**src/sv/box_filter_3x3_zero_border_unit_macros.svh**
```systemverilog
// Assertion macros shared by the 3x3 box filter modules.
// No dependencies; included by every file that carries assertions.
`ifndef BOX_FILTER_3X3_ZERO_BORDER_UNIT_MACROS_SVH
`define BOX_FILTER_3X3_ZERO_BORDER_UNIT_MACROS_SVH

// same-cycle implication
`define BF3Z_ASSERT_IMM(label, clk, rstn, ante, cons, msg) \
    label: assert property (@(posedge clk) disable iff (!(rstn)) (ante) |-> (cons)) \
        else $error(msg);

// next-cycle implication
`define BF3Z_ASSERT_NXT(label, clk, rstn, ante, cons, msg) \
    label: assert property (@(posedge clk) disable iff (!(rstn)) (ante) |=> (cons)) \
        else $error(msg);

`endif

```
**src/sv/bf3z_pkg.sv**
```systemverilog
// Shared types, constants and helpers of the 3x3 box filter.
// No dependencies; imported by every module of the block.
package bf3z_pkg;

    localparam int MAX_SIZE     = 1024;
    localparam int SAMPLE_BITS  = 16;
    localparam int POS_BITS     = 11;
    localparam int ADDR_BITS    = $clog2(MAX_SIZE);
    localparam int ROW_BITS     = SAMPLE_BITS + 2;
    localparam int SUM_BITS     = SAMPLE_BITS + 4;
    localparam int MAG_BITS     = SUM_BITS;
    localparam int DIV_MUL_BITS = 18;
    localparam int DIV_SHIFT    = 21;
    localparam int PROD_BITS    = MAG_BITS + DIV_MUL_BITS;
    localparam int QUO_BITS     = PROD_BITS - DIV_SHIFT;
    localparam int Q_DEPTH      = 4;
    localparam int Q_PTR_BITS   = $clog2(Q_DEPTH);

    // ceil(2^21 / 9): exact floor division by 9 for all magnitudes in range
    localparam logic [DIV_MUL_BITS-1:0] DIV_MUL = DIV_MUL_BITS'(233017);

    localparam logic CMD_SAMPLE = 1'b0;
    localparam logic CMD_DRAIN  = 1'b1;

    typedef logic signed [SAMPLE_BITS-1:0] sample_t;
    typedef logic [ADDR_BITS-1:0]          addr_t;
    typedef logic [POS_BITS-1:0]           pos_t;

    typedef struct packed {
        sample_t s;
        addr_t   addr;
        logic    has_result;
        logic    keep_top;
        logic    keep_bot;
        logic    keep_left;
        logic    keep_right;
        logic    last;
    } item_t;

    function automatic pos_t eff_size(pos_t v);
        pos_t n;
        n = v;
        if (v == '0) begin
            n = POS_BITS'(1);
        end else if (v > POS_BITS'(MAX_SIZE)) begin
            n = POS_BITS'(MAX_SIZE);
        end
        return n;
    endfunction

endpackage

```
**src/sv/bf3z_queue.sv**
```systemverilog
// Short item queue between the front end and the filter back end.
// Depends on bf3z_pkg.
`include "box_filter_3x3_zero_border_unit_macros.svh"
module bf3z_queue (
    input  logic            aclk,
    input  logic            aresetn,
    input  logic            push,
    input  bf3z_pkg::item_t push_item,
    output logic            full,
    input  logic            pop,
    output logic            head_valid,
    output bf3z_pkg::item_t head_item
);
    import bf3z_pkg::*;

    item_t                 q_mem [Q_DEPTH];
    logic [Q_PTR_BITS-1:0] wr_ptr_reg;
    logic [Q_PTR_BITS-1:0] rd_ptr_reg;
    logic [Q_PTR_BITS:0]   count_reg, count_next;

    assign full       = count_reg == (Q_PTR_BITS + 1)'(Q_DEPTH);
    assign head_valid = count_reg != '0;
    assign head_item  = q_mem[rd_ptr_reg];

    always_comb begin
        count_next = count_reg;
        if (push && !pop) begin
            count_next = count_reg + (Q_PTR_BITS + 1)'(1);
        end else if (pop && !push) begin
            count_next = count_reg - (Q_PTR_BITS + 1)'(1);
        end
    end

    always_ff @(posedge aclk) begin
        if (push) begin
            q_mem[wr_ptr_reg] <= push_item;
        end
    end

    always_ff @(posedge aclk) begin
        if (!aresetn) begin
            wr_ptr_reg <= '0;
            rd_ptr_reg <= '0;
            count_reg  <= '0;
        end else begin
            if (push) begin
                wr_ptr_reg <= wr_ptr_reg + Q_PTR_BITS'(1);
            end
            if (pop) begin
                rd_ptr_reg <= rd_ptr_reg + Q_PTR_BITS'(1);
            end
            count_reg <= count_next;
        end
    end

    `BF3Z_ASSERT_IMM(a_no_push_full, aclk, aresetn, push, !full || pop, "push into full queue")
    `BF3Z_ASSERT_IMM(a_no_pop_empty, aclk, aresetn, pop, head_valid, "pop from empty queue")

endmodule

```
**config.mk**
```make
export PLATFORM = sky130hd
export DESIGN_NAME = bf3z_queue
export DESIGN_NICKNAME = d
export VERILOG_FILES = /design/src/sv/bf3z_pkg.sv /design/src/sv/bf3z_queue.sv
export VERILOG_INCLUDE_DIRS = /design/src /design/src/sv
export SDC_FILE = /design/constraint.sdc
export NUM_CORES = 1
export LEC_CHECK = 0
export BUFFER_PORTS_ARGS = -buffer_cell sky130_fd_sc_hd__buf_2
export CAP_MARGIN = 20
export CORE_MARGIN = 2
export CORE_UTILIZATION = 50
export CTS_CLUSTER_DIAMETER = 100
export DETAILED_ROUTE_END_ITERATION = 10
export HOLD_SLACK_MARGIN = 0.05
export PLACE_DENSITY = 0.68
export RECOVER_POWER = 25
export REMOVE_ABC_BUFFERS = 1
export SYNTH_ARGS = -nofsm -noshare
export SYNTH_HDL_FRONTEND = slang
export SYNTH_SLANG_ARGS = --single-unit
```
**constraint.sdc**
```tcl
create_clock -name aclk -period 4.48 [get_ports aclk]
set_clock_uncertainty 0.05 [all_clocks]
set_input_delay 0.224 -clock aclk [delete_from_list [all_inputs] [get_ports aclk]]
set_output_delay 0.224 -clock aclk [all_outputs]
set_load 0.01 [all_outputs]
```
==> impl_metrics.tcl <==
set metrics [dict create \
    status "finished, final reports clean" \
    crit_required_ps 4210 \
    drt_iter0_markers 128 \
    cp-start-kind "register" \
    finalCritPeriodShare 0.562 \
    tritoncts "built" \
    final_area_sq_um 6460 \
    cts_buffers 17 \
    final_hold_viol_count 0 \
    use_met1 0.219 \
    timing.fmax_ghz 0.397 \
    vias 2434 \
    dp.cells 406 \
    ys_seq_area_frac 0.788 \
    grt_use_total 0.168 \
    nets 369 \
    grt_pass1_vias 2584 \
    root_buffer "clkbuf_8" \
    stdcell_count 473 \
    place.gp.congestion 0.663 \
    insertion_delay_ps 510 \
    io_pins 70 \
    route.detailed.drc 0 \
    final-setup-viol-count 0 \
    port_buffers 69 \
    ys_warn_count 0 \
    final_common_cell "edfxtp_1" \
    grt.busiest_layer "met2" \
    cp.arrival_ps 2250 \
    grt_overflow 0 \
    die-area_sq_um 11000 \
    layout-drive-gt1-share 0.344 \
    synth_seq_cells 137 \
    die_h_um 105 \
    largest_reg_flops 128 \
    vias_per_cell 5.15 \
    synth.distinct_cells 20 \
    worstMarginPinSlew_ps 871 \
    ir_drop_mv 0.308 \
    core_area_sq_um 9860 \
    dpl-instance-area_sq_um 5550 \
    core.rowCount 36 \
    cts.clk_slew.worst_paths_ps 60 \
    rsz0062_at_grt "false" \
    grt_pass1_wl_mm 13.5 \
    grtUsageMet2 0.266 \
    die_w_um 105 \
    synthesis.area_sq_um 5100 \
    antenna_found_initial 0 \
    synthCells 210 \
    slew-limit-headroom 0.419 \
    gr-usage-met3 0.0424 \
    power_density_nw_per_um2 486 \
    period_needed_ps 2520 \
    post_cts_buffers 0 \
    finalMaxSlewViolations 0 \
    area_growth_pct 26.6 \
    dr.pass1.iters 4 \
    drv_cap 0 \
    wl_per_cell_um 17.9 \
    final_cell_mix "edfxtp_1, buf_2, dlygate4sd3_1" \
    hold_class "input pin to register" \
    end_kind "primary output" \
    final_antenna_net_count 0 \
    diodes 0 \
    worst-path-max-fanout 26 \
    avgSynthCellArea_sq_um 24.3 \
    grt_max_degree 33 \
    tns_ps 0 \
    clock_path_buffers 2 \
    start_util 0.518 \
    leakage_uw 0.00222 \
    hpwl_mm 4.67 \
    cts.sinks 137 \
    htree_levels 4 \
    path_class "register to primary output" \
    finalWirelength_mm 8.45 \
]
-- metrics by stage --
step / hold slack (ps) / total power [uW] / worst slack (ps) / util
detailed placement: 389 / 1790 / 2440 / 0.562
finish: 420 / 3140 / 1960 / 0.655
CTS: 383 / 3180 / 1880 / 0.658
global placement: 389 / 1790 / 2450 / 0.562
global route: 440 / 3250 / 1760 / 0.655
floorplan: 273 / 1680 / 2030 / -
-- where the power goes --
group	internal (uW)	switching, uW	total, uW
combinational	144	134	278
sequential	1470	32.3	1500
clock	848	514	1360
total	2460	680	3140
-- path summary, 6_finish.rpt --
check | startpoint | endpoint | slack, ps | cells past startpoint
worst max-delay path | register | head_item[11] | 1960 | 3
worst min-delay path | push_item[23] | q_mem[2][23]$_DFFE_PP_ | 420 | 2
worst max register to register | wr_ptr_reg[0]$_SDFFE_PN0P_ | q_mem[0][21]$_DFFE_PP_ | 2760 | 3
worst min register to register | count_reg[2]$_SDFFE_PN0P_ | count_reg[2]$_SDFFE_PN0P_ | 470 | 2
-- area by class of cell --
| type | instances | area, sq um |
|---|---|---|
| flip-flops and latches | 137 | 4030 |
| fillers | 669 | 3400 |
| multi-input cells | 62 | 985 |
| repair buffers | 105 | 678 |
| clock buffers | 17 | 414 |
| clock inverters | 15 | 176 |
| well taps | 133 | 166 |
| inverters | 4 | 15.0 |
-- critical path, cell delays in order, from the launching register on --
cell	delay, ps
dfxtp_2	450
buf_4	510
mux4_2	600
buf_2	160
-- cell families (layout without fill, tap and decap cells) --
group / Yosys count / in the layout / synth area share
XOR/XNOR: 5 / 5 / 0.00858
multiplexers: 34 / 34 / 0.147
flip-flops: 137 / 137 / 0.788
buffers and inverters: 11 / 141 / 0.0199
AND/OR/NAND/NOR: 15 / 15 / 0.0181
adder cells (fa/ha/maj): 6 / 6 / 0.0162
AO/OA/AOI/OAI: 2 / 2 / 0.00245
-- cell usage after synthesis --
master / count / share of area
a21boi_0: 1 / 0.0015
nor3b_1: 1 / 0.0015
xor2_1: 3 / 0.0051
buf_12: 3 / 0.012
mux4_2: 30 / 0.13
mux4_1: 2 / 0.010
mux2i_1: 2 / 0.0039
o21ai_0: 1 / 0.00098
edfxtp_1: 128 / 0.75
dfxtp_1: 9 / 0.035
nor2b_1: 2 / 0.0025
fa_1: 1 / 0.0039
ha_1: 5 / 0.012
nand2_1: 1 / 0.00073
inv_1: 4 / 0.0029
or3_1: 2 / 0.0025
xnor2_1: 2 / 0.0034
buf_2: 3 / 0.0029
buf_6: 1 / 0.0022
and2_1: 9 / 0.011
-- what timing repair did --
item                      CTS  global route
hold buffers               35             0
hold endpoints to repair  137             0
gates resized for setup     0             0
-- metal layers --
metal  part of all wire  routed length, um
met1               0.44               3710
met2               0.51               4270
met3              0.040                335
met4              0.016                131
met5                  0                  0
Note: power is estimated with default switching activity, not from simulation.
