<file path="src/sv/box_filter_3x3_zero_border_unit_macros.svh">
// Assertion macros shared by the 3x3 box filter modules.
// No dependencies; included by every file that carries assertions.
`ifndef BOX_FILTER_3X3_ZERO_BORDER_UNIT_MACROS_SVH
`define BOX_FILTER_3X3_ZERO_BORDER_UNIT_MACROS_SVH

// same-cycle implication
`define BF3Z_ASSERT_IMM(label, clk, rstn, ante, cons, msg) \
    label: assert property (@(posedge clk) disable iff (!(rstn)) (ante) |-> (cons)) \
        else $error(msg);

// next-cycle implication
`define BF3Z_ASSERT_NXT(label, clk, rstn, ante, cons, msg) \
    label: assert property (@(posedge clk) disable iff (!(rstn)) (ante) |=> (cons)) \
        else $error(msg);

`endif

</file>
<file path="src/sv/bf3z_pkg.sv">
// Shared types, constants and helpers of the 3x3 box filter.
// No dependencies; imported by every module of the block.
package bf3z_pkg;

    localparam int MAX_SIZE     = 1024;
    localparam int SAMPLE_BITS  = 16;
    localparam int POS_BITS     = 11;
    localparam int ADDR_BITS    = $clog2(MAX_SIZE);
    localparam int ROW_BITS     = SAMPLE_BITS + 2;
    localparam int SUM_BITS     = SAMPLE_BITS + 4;
    localparam int MAG_BITS     = SUM_BITS;
    localparam int DIV_MUL_BITS = 18;
    localparam int DIV_SHIFT    = 21;
    localparam int PROD_BITS    = MAG_BITS + DIV_MUL_BITS;
    localparam int QUO_BITS     = PROD_BITS - DIV_SHIFT;
    localparam int Q_DEPTH      = 4;
    localparam int Q_PTR_BITS   = $clog2(Q_DEPTH);

    // ceil(2^21 / 9): exact floor division by 9 for all magnitudes in range
    localparam logic [DIV_MUL_BITS-1:0] DIV_MUL = DIV_MUL_BITS'(233017);

    localparam logic CMD_SAMPLE = 1'b0;
    localparam logic CMD_DRAIN  = 1'b1;

    typedef logic signed [SAMPLE_BITS-1:0] sample_t;
    typedef logic [ADDR_BITS-1:0]          addr_t;
    typedef logic [POS_BITS-1:0]           pos_t;

    typedef struct packed {
        sample_t s;
        addr_t   addr;
        logic    has_result;
        logic    keep_top;
        logic    keep_bot;
        logic    keep_left;
        logic    keep_right;
        logic    last;
    } item_t;

    function automatic pos_t eff_size(pos_t v);
        pos_t n;
        n = v;
        if (v == '0) begin
            n = POS_BITS'(1);
        end else if (v > POS_BITS'(MAX_SIZE)) begin
            n = POS_BITS'(MAX_SIZE);
        end
        return n;
    endfunction

endpackage

</file>
<file path="src/sv/bf3z_front.sv">
// Front end: accepts items, tracks the raster position and classifies each item.
// Depends on bf3z_pkg; feeds bf3z_queue.
module bf3z_front (
    input  logic                       aclk,
    input  logic                       aresetn,
    input  logic                       cfg_valid,
    output logic                       cfg_ready,
    input  logic [bf3z_pkg::POS_BITS-1:0] cfg_data,
    input  logic                       s_valid,
    output logic                       s_ready,
    input  logic                       s_cmd,
    input  bf3z_pkg::sample_t          s_sample_in,
    input  logic                       q_full,
    output logic                       q_push,
    output bf3z_pkg::item_t            q_item
);
    import bf3z_pkg::*;

    pos_t row_reg, row_next;
    pos_t col_reg, col_next;
    pos_t n_reg;
    pos_t nm1_reg;

    logic in_grid;
    logic ignore;
    logic col_nz;
    logic has_result;
    logic last;
    pos_t cr;
    pos_t cc;
    pos_t col_inc;

    assign cfg_ready = 1'b1;
    assign s_ready   = !q_full;

    always_comb begin
        in_grid    = row_reg < n_reg;
        ignore     = in_grid && (s_cmd == CMD_DRAIN);
        q_push     = s_valid && s_ready && !ignore;
        col_nz     = col_reg != '0;
        has_result = col_nz ? (row_reg >= POS_BITS'(1)) : (row_reg >= POS_BITS'(2));
        cr         = col_nz ? row_reg - POS_BITS'(1) : row_reg - POS_BITS'(2);
        cc         = col_nz ? col_reg - POS_BITS'(1) : nm1_reg;
        last       = has_result && (cr == nm1_reg) && (cc == nm1_reg);

        q_item.s          = in_grid ? s_sample_in : '0;
        q_item.addr       = col_reg[ADDR_BITS-1:0];
        q_item.has_result = has_result;
        q_item.keep_top   = cr != '0;
        q_item.keep_bot   = cr != nm1_reg;
        q_item.keep_left  = cc != '0;
        q_item.keep_right = cc != nm1_reg;
        q_item.last       = last;

        col_inc  = col_reg + POS_BITS'(1);
        row_next = row_reg;
        col_next = col_inc;
        if (last) begin
            row_next = '0;
            col_next = '0;
        end else if (col_inc == n_reg) begin
            row_next = row_reg + POS_BITS'(1);
            col_next = '0;
        end
    end

    always_ff @(posedge aclk) begin
        if (!aresetn) begin
            row_reg <= '0;
            col_reg <= '0;
            n_reg   <= POS_BITS'(MAX_SIZE);
            nm1_reg <= POS_BITS'(MAX_SIZE - 1);
        end else if (cfg_valid && cfg_ready) begin
            row_reg <= '0;
            col_reg <= '0;
            n_reg   <= eff_size(cfg_data);
            nm1_reg <= eff_size(cfg_data) - POS_BITS'(1);
        end else if (q_push) begin
            row_reg <= row_next;
            col_reg <= col_next;
        end
    end

endmodule

</file>
<file path="config.mk">
export PLATFORM = sky130hd
export DESIGN_NAME = bf3z_front
export DESIGN_NICKNAME = d
export VERILOG_FILES = /design/src/sv/box_filter_3x3_zero_border_unit_macros.svh /design/src/sv/bf3z_pkg.sv /design/src/sv/bf3z_front.sv
export SDC_FILE = /design/constraint.sdc
export NUM_CORES = 1
export LEC_CHECK = 0
export ABC_AREA = 1
export BUFFER_PORTS_ARGS = -buffer_cell sky130_fd_sc_hd__clkbuf_2
export CORE_AREA = 2 2 128 68
export CTS_BUF_LIST = sky130_fd_sc_hd__clkbuf_4 sky130_fd_sc_hd__clkbuf_8 sky130_fd_sc_hd__clkbuf_16
export CTS_CLUSTER_SIZE = 8
export DETAILED_ROUTE_END_ITERATION = 8
export DIE_AREA = 0 0 130 70
export PLACE_DENSITY = 0.81
export SETUP_SLACK_MARGIN = 0.1
export SYNTH_ARGS = -nofsm -noshare
export SYNTH_HDL_FRONTEND = slang
export SYNTH_SLANG_ARGS = --single-unit
</file>
<file path="constraint.sdc">
create_clock -name aclk -period 3.5 [get_ports aclk]
set_input_delay 0.875 -clock aclk [delete_from_list [all_inputs] [get_ports aclk]]
set_output_delay 0.875 -clock aclk [all_outputs]
set_load 0.02 [all_outputs]
</file>
==> impl_metrics.env, run 1 <==
export IMPL_synthSimpleGateAreaFrac_pct=46.36
export IMPL_syn_inst=797
export IMPL_yosysUniqueCellTypes=43
export IMPL_synth_area_leader_cell="dfxtp_1"
export IMPL_post_route_min_period_ns=3.434
export IMPL_yosys_area_share_adder_pct=5.448
export IMPL_dominantRegCellSynth="dfxtp_1"
export IMPL_area_growth_pct=17.65
export IMPL_cts_tree="built"
export IMPL_syn_avg_cell_area_um2=5.763
export IMPL_fin_worst_skew_ns=0.006854
export IMPL_vias=5627
export IMPL_wl_um=16460
export IMPL_die_area_um2=9100
export IMPL_coreArea_um2=8198
export IMPL_numPortBuffers=66
export IMPL_synth_compound_area_share_pct=10.22
export IMPL_drive_above_1_share_pct=18.63
export IMPL_grt_pass1_wl_um=24930
export IMPL_p_leak_nw=2.922
export IMPL_slew_violations=0
export IMPL_clk_pin_slew_ns=0.07
export IMPL_hpwl_um=13030
export IMPL_fillers=781
export IMPL_post_route_period_util_pct=98.13
export IMPL_antenna_found_initial=0
export IMPL_ant_nets=0
export IMPL_cts_sinks=44
export IMPL_arrival_ns=2.56
export IMPL_drtPass1Iterations=6
export IMPL_slowest_stage="dfxtp_2"
export IMPL_final_common_cell="nand2_1"
export IMPL_synth_area_top_cells="dfxtp_1, nand2_1, nor2_1"
export IMPL_max_cap_violations=0
export IMPL_clk_latency_ns=0.29
export IMPL_vias_per_cell=5.736
export IMPL_tightest_slew_ns=0.7809
export IMPL_synth_mux_area_share_pct=0
export IMPL_p_per_area_nw_per_um2=274.7
export IMPL_io_pins=68
export IMPL_setup_viol_count_final=0
export IMPL_drt_iter0_drc=735
export IMPL_root_buffer="clkbuf_16"
export IMPL_die_y_um=70
export IMPL_final_cell_mix="nand2_1, nor2_1, inv_1"
export IMPL_relSlewSlack_pct=47.88
export IMPL_async_flop_share_pct=0
export IMPL_num_rows=24
export IMPL_postCtsHoldBufs=0
export IMPL_setup_tns_ns=0
export IMPL_synth_top_family_by_area="simple AND/OR/NAND/NOR gates"
export IMPL_gp_congestion=1.072
export IMPL_syn_cell_area_um2=4593
export IMPL_worst_hold_slack_ns=0.5004
export IMPL_synth_xor_area_share_pct=5.148
export IMPL_start_util_pct=56.03
export IMPL_num_nets_final=917
export IMPL_hold_depth=1
export IMPL_synth_edf_count=0
export IMPL_routedWlPerCell_um=16.78
export IMPL_status="completed"
export IMPL_synth_top_area_share_pct=19.18
export IMPL_max_clock_freq_mhz=291.2
export IMPL_cts_max_path_buffers=2
export IMPL_vdd_ir_drop_max_mv=0.1806
export IMPL_grt_max_degree=22
export IMPL_htree_num_levels=2
export IMPL_hold_viol=0
export IMPL_rr_worst_depth=15
export IMPL_seq_area_um2=885.9
export IMPL_critical_path_most_common_cell="nand2_1"
export IMPL_diodes=0
export IMPL_chipWidth_um=130
export IMPL_path_cells="inv_2 > ha_4 > nand2_1 > nor2_4 > nand3_4 > buf_8 > nand2_1 > nand3_1 > nand2_1 > nand3_1 > nor2_2 > nand2_1 > nor2_2 > nand2_4 > inv_2 > buf_4"
export IMPL_synth_warnings=0
export IMPL_drc=0
export IMPL_rsz0062_at_grt="true"
export IMPL_start_kind="flip-flop"
export IMPL_seq_area_frac_synth_pct=19.18
export IMPL_worstPathMaxFanout=6
export IMPL_hp_class="flip-flop to flip-flop"
export IMPL_end_kind="primary output"
export IMPL_grt_pass1_vias=4818
export IMPL_grtUsageTotal_pct=35.20
export IMPL_multi_input_comb_area_um2=3186
export IMPL_numCtsBuffers=5
export IMPL_crit_type="flip-flop to primary output"
export IMPL_synth_fp_nets=850
export IMPL_slowest_delay_ns=0.36
export IMPL_required_ns=2.62
export IMPL_synth_seq_cells=44
export IMPL_overflow=0
==> worst max-delay path, delay by kind of cell (launching register included) <==
family | cells | cell delay, ns
buffers and inverters | 4 | 0.48
adder cells (fa/ha/maj) | 1 | 0.15
AND/OR/NAND/NOR | 11 | 1.27
flip-flops | 1 | 0.36
==> final cells by class <==
type | instances | area share, %
inverters | 106 | 7.525
well taps | 117 | 2.709
clock buffers | 5 | 2.315
flip-flops and latches | 44 | 16.39
multi-input cells | 613 | 58.95
repair buffers | 94 | 11.00
clock inverters | 2 | 1.111
==> cell usage after synthesis (3+ instances only) <==
cell and number:
buf_2 10, nor2_2 8, nor2_4 4, o21ai_0 27, buf_4 13, nand2_4 3, nand4_1 27, dfxtp_1 44
buf_6 4, nand2_2 8, inv_1 98, ha_1 20, inv_2 7, o211ai_1 6, a21oi_1 26, xor2_1 22
nor3_1 13, or2_2 3, xnor2_1 5, nand2_1 217, o21ai_1 5, nand3_1 78, o22ai_1 9, nor2_1 111
clkbuf_1 6
==> path summary, 6_finish.rpt <==
check	from	slack, ns	endpoint
worst max register to register	col_reg[0]$_SDFFE_PP0P_	0.64	row_reg[3]$_SDFFE_PP0P_
worst min-delay path	n_reg[0]$_SDFFE_PN0P_	0.50	n_reg[0]$_SDFFE_PN0P_
worst max-delay path	col_reg[1]$_SDFFE_PP0P_	0.07	q_item[0]
worst min register to register	n_reg[0]$_SDFFE_PN0P_	0.50	n_reg[0]$_SDFFE_PN0P_
==> per-stage QoR <==
| stage | power [mW] | worst slack, ns | area [um2] | instances | util, % |
|---|---|---|---|---|---|
| after floorplan | 0.7455 | 0.1870 | 4593 | 797 | - |
| after global placement | 0.8387 | 0.3838 | 5004 | 966 | 61.03 |
| after detailed placement | 0.8437 | 0.2497 | 5004 | 966 | 61.03 |
| after CTS | 1.453 | 0.07820 | 5210 | 974 | 63.55 |
| after global routing | 1.537 | -0.05051 | 5404 | 981 | 65.92 |
| final | 1.485 | 0.06557 | 5404 | 981 | 65.92 |
==> cells by family after synthesis <==
group           count (synthesis)
fa+ha+maj                      20
flops                          44
simple gates                  481
buf+inv                       141
other cells                     1
compound gates                 83
xor+xnor                       27
==> what timing repair did <==
| action | 4_1_cts | 5_1_grt |
|---|---|---|
| resized for setup | 7 | 35 |
| pin swaps | 1 | 5 |
| setup endpoints to repair | 1 | 19 |
| gates cloned | 0 | 4 |
| setup buffers | 1 | 3 |
==> routing by layer <==
| metal | GRT usage (%) | share of wire, % |
|---|---|---|
| met2 | 45.72 | 37 |
| met5 | 0 | 0 |
| met3 | 11.49 | 16 |
| met1 | 55.53 | 45 |
| met4 | 6.093 | 1.7 |
==> where the power goes <==
| group | switching, mW | total (mW) | internal [mW] |
|---|---|---|---|
| combinational | 0.220 | 0.332 | 0.112 |
| sequential | 0.0218 | 0.539 | 0.517 |
| clock | 0.209 | 0.614 | 0.405 |
| total | 0.450 | 1.48 | 1.03 |
Note: power is estimated with default switching activity, not from simulation.
==> run 2, diff against run 1 <==
--- a/config.mk
+++ b/config.mk
@@ -13,7 +13,6 @@
 export DETAILED_ROUTE_END_ITERATION = 8
 export DIE_AREA = 0 0 130 70
 export PLACE_DENSITY = 0.81
-export SETUP_SLACK_MARGIN = 0.1
 export SYNTH_ARGS = -nofsm -noshare
 export SYNTH_HDL_FRONTEND = slang
 export SYNTH_SLANG_ARGS = --single-unit
==> constraint.sdc (replaced) <==
create_clock -name aclk -period 3.5 [get_ports aclk]
set_input_delay 0.875 -clock aclk [delete_from_list [all_inputs] [get_ports aclk]]
set_output_delay 0.875 -clock aclk [all_outputs]
set_load 0.005 [all_outputs]
==> run 2 against run 1 <==
Effect of this change: the flow now finishes with violations (negative setup slack); first-iteration DRC count decreased by 11%; power decreased by 10%; sequential power barely moved; clock skew rose by 0.0029 ns; combinational power decreased by 13%; largest power group is now registers.
==> impl_metrics.env, run 2 (same netlist as run 1, synthesis figures left out) <==
export IMPL_drt_iter0_drc=657
export IMPL_final_common_cell="nand2_1"
export IMPL_grt_pass1_wl_um=25410
export IMPL_relSlewSlack_pct=48.30
export IMPL_overflow=0
export IMPL_setup_viol_count_final=1
export IMPL_finalNonFillerCells=973
export IMPL_power_mw=1.337
export IMPL_multi_input_comb_area_um2=3112
export IMPL_numCtsBuffers=5
export IMPL_numPortBuffers=66
export IMPL_max_cap_violations=0
export IMPL_hpwl_um=12990
export IMPL_setup_ws_ns=-0.03366
export IMPL_postCtsHoldBufs=0
export IMPL_p_leak_nw=2.824
export IMPL_failed_checks="negative setup slack"
export IMPL_dp_slack_ns=0.1859
export IMPL_die_area_um2=9100
export IMPL_vias=5610
export IMPL_vdd_ir_drop_max_mv=0.1668
export IMPL_wl_um=16130
export IMPL_seqPwrFrac_pct=40.3
export IMPL_intPower_mw=0.9185
export IMPL_cts_max_path_buffers=2
export IMPL_slew_violations=0
export IMPL_drtPass1Iterations=6
export IMPL_end_kind="primary output"
export IMPL_vias_per_cell=5.766
export IMPL_required_ns=2.62
export IMPL_diodes=0
export IMPL_arrival_ns=2.66
export IMPL_dp_cells=964
export IMPL_grt_pass1_vias=4974
export IMPL_num_nets_final=909
export IMPL_io_pins=68
export IMPL_area_growth_pct=13.16
export IMPL_hold_viol=0
export IMPL_fillers=779
export IMPL_setup_tns_ns=-0.03366
export IMPL_worst_hold_slack_ns=0.4951
export IMPL_clkPwrFrac_pct=38.0
export IMPL_switching_share_pct=31.28
export IMPL_cts_sinks=44
export IMPL_post_route_min_period_ns=3.534
export IMPL_die_y_um=70
export IMPL_htree_num_levels=2
export IMPL_hp_class="flip-flop to flip-flop"
export IMPL_drive_above_1_share_pct=16.36
export IMPL_antenna_found_initial=0
export IMPL_gp_congestion=1.026
export IMPL_tightest_slew_ns=0.7747
export IMPL_routedWlPerCell_um=16.57
export IMPL_rsz0062_at_grt="true"
export IMPL_num_rows=24
export IMPL_root_buffer="clkbuf_16"
export IMPL_start_util_pct=56.03
export IMPL_clk_latency_ns=0.29
export IMPL_chipWidth_um=130
export IMPL_seq_area_um2=883.3
export IMPL_switching_power_mw=0.4181
export IMPL_ant_nets=0
export IMPL_coreArea_um2=8198
export IMPL_p_comb_share_pct=21.7
export IMPL_start_kind="flip-flop"
export IMPL_status="complete, but fails checks"
export IMPL_drc=0
export IMPL_p_per_area_nw_per_um2=257.2
export IMPL_fin_worst_skew_ns=0.009788
export IMPL_cts_tree="built"
export IMPL_worstPathMaxFanout=13
export IMPL_clk_pin_slew_ns=0.07
export IMPL_crit_type="flip-flop to primary output"
export IMPL_grt_max_degree=22
export IMPL_grtUsageTotal_pct=35.93
export IMPL_post_route_period_util_pct=101.0
export IMPL_final_cell_mix="nand2_1, nor2_1, inv_1"
export IMPL_max_clock_freq_mhz=283.0
run 2: path summary, 6_finish.rpt:
| check | from | to | slack, ns | cells past startpoint |
|---|---|---|---|---|
| worst max-delay path | col_reg[1]$_SDFFE_PP0P_ | q_item[0] | -0.03 | 16 |
| worst min-delay path | n_reg[0]$_SDFFE_PN0P_ | n_reg[0]$_SDFFE_PN0P_ | 0.50 | 1 |
| worst max register to register | col_reg[0]$_SDFFE_PP0P_ | row_reg[2]$_SDFFE_PP0P_ | 0.60 | 15 |
| worst min register to register | n_reg[0]$_SDFFE_PN0P_ | n_reg[0]$_SDFFE_PN0P_ | 0.50 | 1 |
run 2: repair_timing:
action	4_1_cts	5_1_grt
endpoints found under the setup margin	1	17
setup buffers	0	2
pin swaps	0	3
resized for setup	5	11
run 2: stage by stage:
step,util [%],cell area [um2]
floorplan,-,4593
global placement,60.85,4989
detailed placement,60.85,4989
CTS,62.88,5155
global route,63.40,5197
finish,63.40,5197
run 2: layout make-up:
class	count	share of cell area (%)
clock buffers	7	2.937
inverters	106	7.776
multi-input cells	612	59.87
flip-flops and latches	44	17.00
well taps	117	2.817
repair buffers	87	9.605
run 2: worst max-delay path: stages, from the launching register on:
cell and delay, ns:
dfxtp_2 0.35, inv_1 0.10, ha_2 0.21, nand2_1 0.09, nor2_4 0.18, nand3_4 0.15
buf_6 0.18, o21ai_1 0.12, nand3_1 0.12, nand2_2 0.12, nand3_1 0.10, nor2_2 0.11
nand2_1 0.07, nor2_2 0.13, nand2_4 0.13, inv_2 0.09, clkbuf_2 0.11
run 2: power groups by stage:
stage               registers, mW  logic, mW  clock network, mW
floorplan                   0.537      0.185                  0
global placement            0.548      0.268                  0
detailed placement          0.548      0.274                  0
CTS                         0.537      0.278              0.505
global route                0.539      0.321              0.532
finish                      0.538      0.290              0.508
run 2: per-layer routing:
layer / track usage (%) / part of all wire [%] / vias to the layer above
met5: 0 / 0 / -
met4: 9.200 / 2.0 / 0
met3: 11.88 / 17 / 39
met2: 48.34 / 38 / 429
met1: 54.05 / 44 / 2472
li1: - / - / 2670
==> run 3, diff against run 2 <==
--- a/config.mk
+++ b/config.mk
@@ -7,11 +7,11 @@
 export LEC_CHECK = 0
 export ABC_AREA = 1
 export BUFFER_PORTS_ARGS = -buffer_cell sky130_fd_sc_hd__clkbuf_2
-export CORE_AREA = 2 2 128 68
+export CORE_AREA = 2 2 82 104
 export CTS_BUF_LIST = sky130_fd_sc_hd__clkbuf_4 sky130_fd_sc_hd__clkbuf_8 sky130_fd_sc_hd__clkbuf_16
 export CTS_CLUSTER_SIZE = 8
 export DETAILED_ROUTE_END_ITERATION = 8
-export DIE_AREA = 0 0 130 70
+export DIE_AREA = 0 0 84 106
 export PLACE_DENSITY = 0.81
 export SYNTH_ARGS = -nofsm -noshare
 export SYNTH_HDL_FRONTEND = slang
==> run 3 against run 2 <==
Effect of this change: the run now ends clean; register-to-register slack improved by 0.13 ns; clock power decreased by 21%; first-iteration DRC count is 52% lower; sequential share of layout area about the same; global-route usage down 1.2 points; sequential cell count did not move; maximum frequency rose by 3.1%; cell count fell by 1.3%; sequential power hardly changed; die area shrank 2.2%; core utilization up 1.9 points; critical endpoint unchanged; largest power group unchanged.
==> impl_metrics.env, run 3 (same netlist as run 1, synthesis figures left out) <==
export IMPL_status="completed"
export IMPL_arrival_ns=2.55
export IMPL_tightest_slew_ns=0.6949
export IMPL_place_area_um2=4933
export IMPL_root_buffer="clkbuf_8"
export IMPL_hpwl_um=12360
export IMPL_numCtsBuffers=5
export IMPL_critical_path_most_common_cell="nand2_1"
export IMPL_grt_pass1_vias=5070
export IMPL_start_kind="flip-flop"
export IMPL_slowest_stage="dfxtp_1"
export IMPL_vdd_ir_drop_max_mv=0.2118
export IMPL_clk_pin_slew_ns=0.09
export IMPL_antenna_found_initial=0
export IMPL_drive_above_1_share_pct=17.50
export IMPL_setup_tns_ns=0
export IMPL_drtPass1Iterations=5
export IMPL_grtUsageTotal_pct=34.77
export IMPL_rsz0062_at_grt="true"
export IMPL_grt_max_degree=29
export IMPL_p_leak_nw=2.856
export IMPL_drc=0
export IMPL_drt_iter0_drc=318
export IMPL_fin_worst_skew_ns=0.005173
export IMPL_r2r_end="row_reg[10]$_SDFFE_PP0P_"
export IMPL_rr_worst_depth=22
export IMPL_final_cell_mix="nand2_1, nor2_1, inv_1"
export IMPL_post_route_period_util_pct=97.90
export IMPL_wl_um=15450
export IMPL_slew_violations=0
export IMPL_rrSetupSlack_ns=0.73
export IMPL_crit_end="q_item[0]"
export IMPL_grt_pass1_wl_um=24690
export IMPL_cp_startpoint="col_reg[0]$_SDFFE_PP0P_"
export IMPL_ant_nets=0
export IMPL_dp_cells=940
export IMPL_area_growth_pct=13.81
export IMPL_end_kind="primary output"
export IMPL_die_area_um2=8904
export IMPL_overflow=0
export IMPL_num_nets_final=915
export IMPL_r2r_start="col_reg[0]$_SDFFE_PP0P_"
export IMPL_crit_type="flip-flop to primary output"
export IMPL_max_cap_violations=0
export IMPL_cts_sinks=44
export IMPL_path_cells="inv_1 > ha_4 > nand2_1 > nor2_4 > nand3_4 > buf_4 > buf_8 > buf_4 > nand2_1 > nand2_1 > nand2_1 > nand2_1 > nor2_2 > nand2_1 > nor2_2 > nand2_4 > inv_2 > clkbuf_2"
export IMPL_die_y_um=106
export IMPL_max_clock_freq_mhz=291.9
export IMPL_fillers=796
export IMPL_required_ns=2.62
export IMPL_worstPathMaxFanout=8
export IMPL_cts_tree="built"
export IMPL_multi_input_comb_area_um2=3119
export IMPL_hold_viol=0
export IMPL_final_common_cell="nand2_1"
export IMPL_numPortBuffers=66
export IMPL_relSlewSlack_pct=53.62
export IMPL_vias=5406
export IMPL_gp_congestion=0.9819
export IMPL_routedWlPerCell_um=16.09
export IMPL_hp_class="flip-flop to flip-flop"
export IMPL_setup_viol_count_final=0
export IMPL_htree_num_levels=2
export IMPL_start_util_pct=57.35
export IMPL_num_rows=37
export IMPL_seq_area_um2=885.9
export IMPL_p_per_area_nw_per_um2=235.8
export IMPL_finalNonFillerCells=960
export IMPL_vias_per_cell=5.631
export IMPL_cts_max_path_buffers=2
export IMPL_coreArea_um2=8009
export IMPL_slowest_delay_ns=0.32
export IMPL_io_pins=68
export IMPL_stdcell_area_um2=5228
export IMPL_post_route_min_period_ns=3.426
export IMPL_chipWidth_um=84
export IMPL_clk_latency_ns=0.30
export IMPL_diodes=0
## run 3: changes by cell type in the layout (fill, tap and decap cells not counted), moves of 2 or more
cell and delta:
buf_6 -3, nand2_2 +2, dfxtp_1 -2, buf_4 +4
clkbuf_8 +3, nand2_1 -2, dfxtp_2 +2, clkbuf_16 -3
## run 3: timing repair
item	4_1_cts	5_1_grt
resized for setup	5	18
gates cloned	0	2
endpoints found under the hold margin	0	0
pin swaps	1	3
buffers inserted	1	9
endpoints found under the setup margin	1	18
hold buffers	0	0
## run 3: area by class of cell
type | count | share of cell area, %
sequential | 44 | 16.95
clock buffer | 6 | 1.460
inverter | 106 | 7.731
timing repair buffer | 93 | 11.20
clock inverter | 2 | 0.6702
tap | 97 | 2.322
multi-input combinational | 612 | 59.67
## run 3: power breakdown
| part | internal, mW | total [mW] | switching (mW) |
|---|---|---|---|
| registers | 0.517 | 0.536 | 0.0197 |
| clock network | 0.220 | 0.399 | 0.179 |
| logic | 0.113 | 0.298 | 0.185 |
| total | 0.850 | 1.23 | 0.383 |
## run 3: worst max-delay path, delay by kind of cell (launching register included)
kind | cells | cell delay [ns]
flops | 1 | 0.32
buf+inv | 6 | 0.69
fa+ha+maj | 1 | 0.16
simple gates | 11 | 1.08
## run 3: worst min path at each step
stage                               start               endpoint  slack (ns)  cells past startpoint
finish              n_reg[0]$_SDFFE_PN0P_  n_reg[0]$_SDFFE_PN0P_        0.50                      1
global route        n_reg[0]$_SDFFE_PN0P_  n_reg[0]$_SDFFE_PN0P_        0.53                      1
CTS                 n_reg[0]$_SDFFE_PN0P_  n_reg[0]$_SDFFE_PN0P_        0.50                      1
detailed placement  n_reg[0]$_SDFFE_PN0P_  n_reg[0]$_SDFFE_PN0P_        0.48                      1
global placement    n_reg[0]$_SDFFE_PN0P_  n_reg[0]$_SDFFE_PN0P_        0.46                      1
floorplan           n_reg[0]$_SDFFE_PN0P_  n_reg[0]$_SDFFE_PN0P_        0.45                      1
## run 3: routing by layer
layer | wire length (um) | vias to the layer above | track usage, %
met1 | 5721 | 2428 | 37.88
met2 | 7924 | 243 | 64.23
met4 | 872 | 0 | 19.93
li1 | - | 2675 | -
met5 | 0 | - | 0
met3 | 929 | 60 | 4.193
## run 3: stage by stage
step                      power [mW]  worst slack [ns]  hold WS, ns  util [%]
final                          1.233           0.07364       0.4979     65.27
after CTS                      1.213           0.03253       0.4995     63.19
after global routing           1.294          -0.09736       0.5337     65.27
after global placement        0.8141            0.2321       0.4624     61.60
after detailed placement      0.8190            0.2005       0.4796     61.60
after floorplan               0.7221            0.3274       0.4490         -
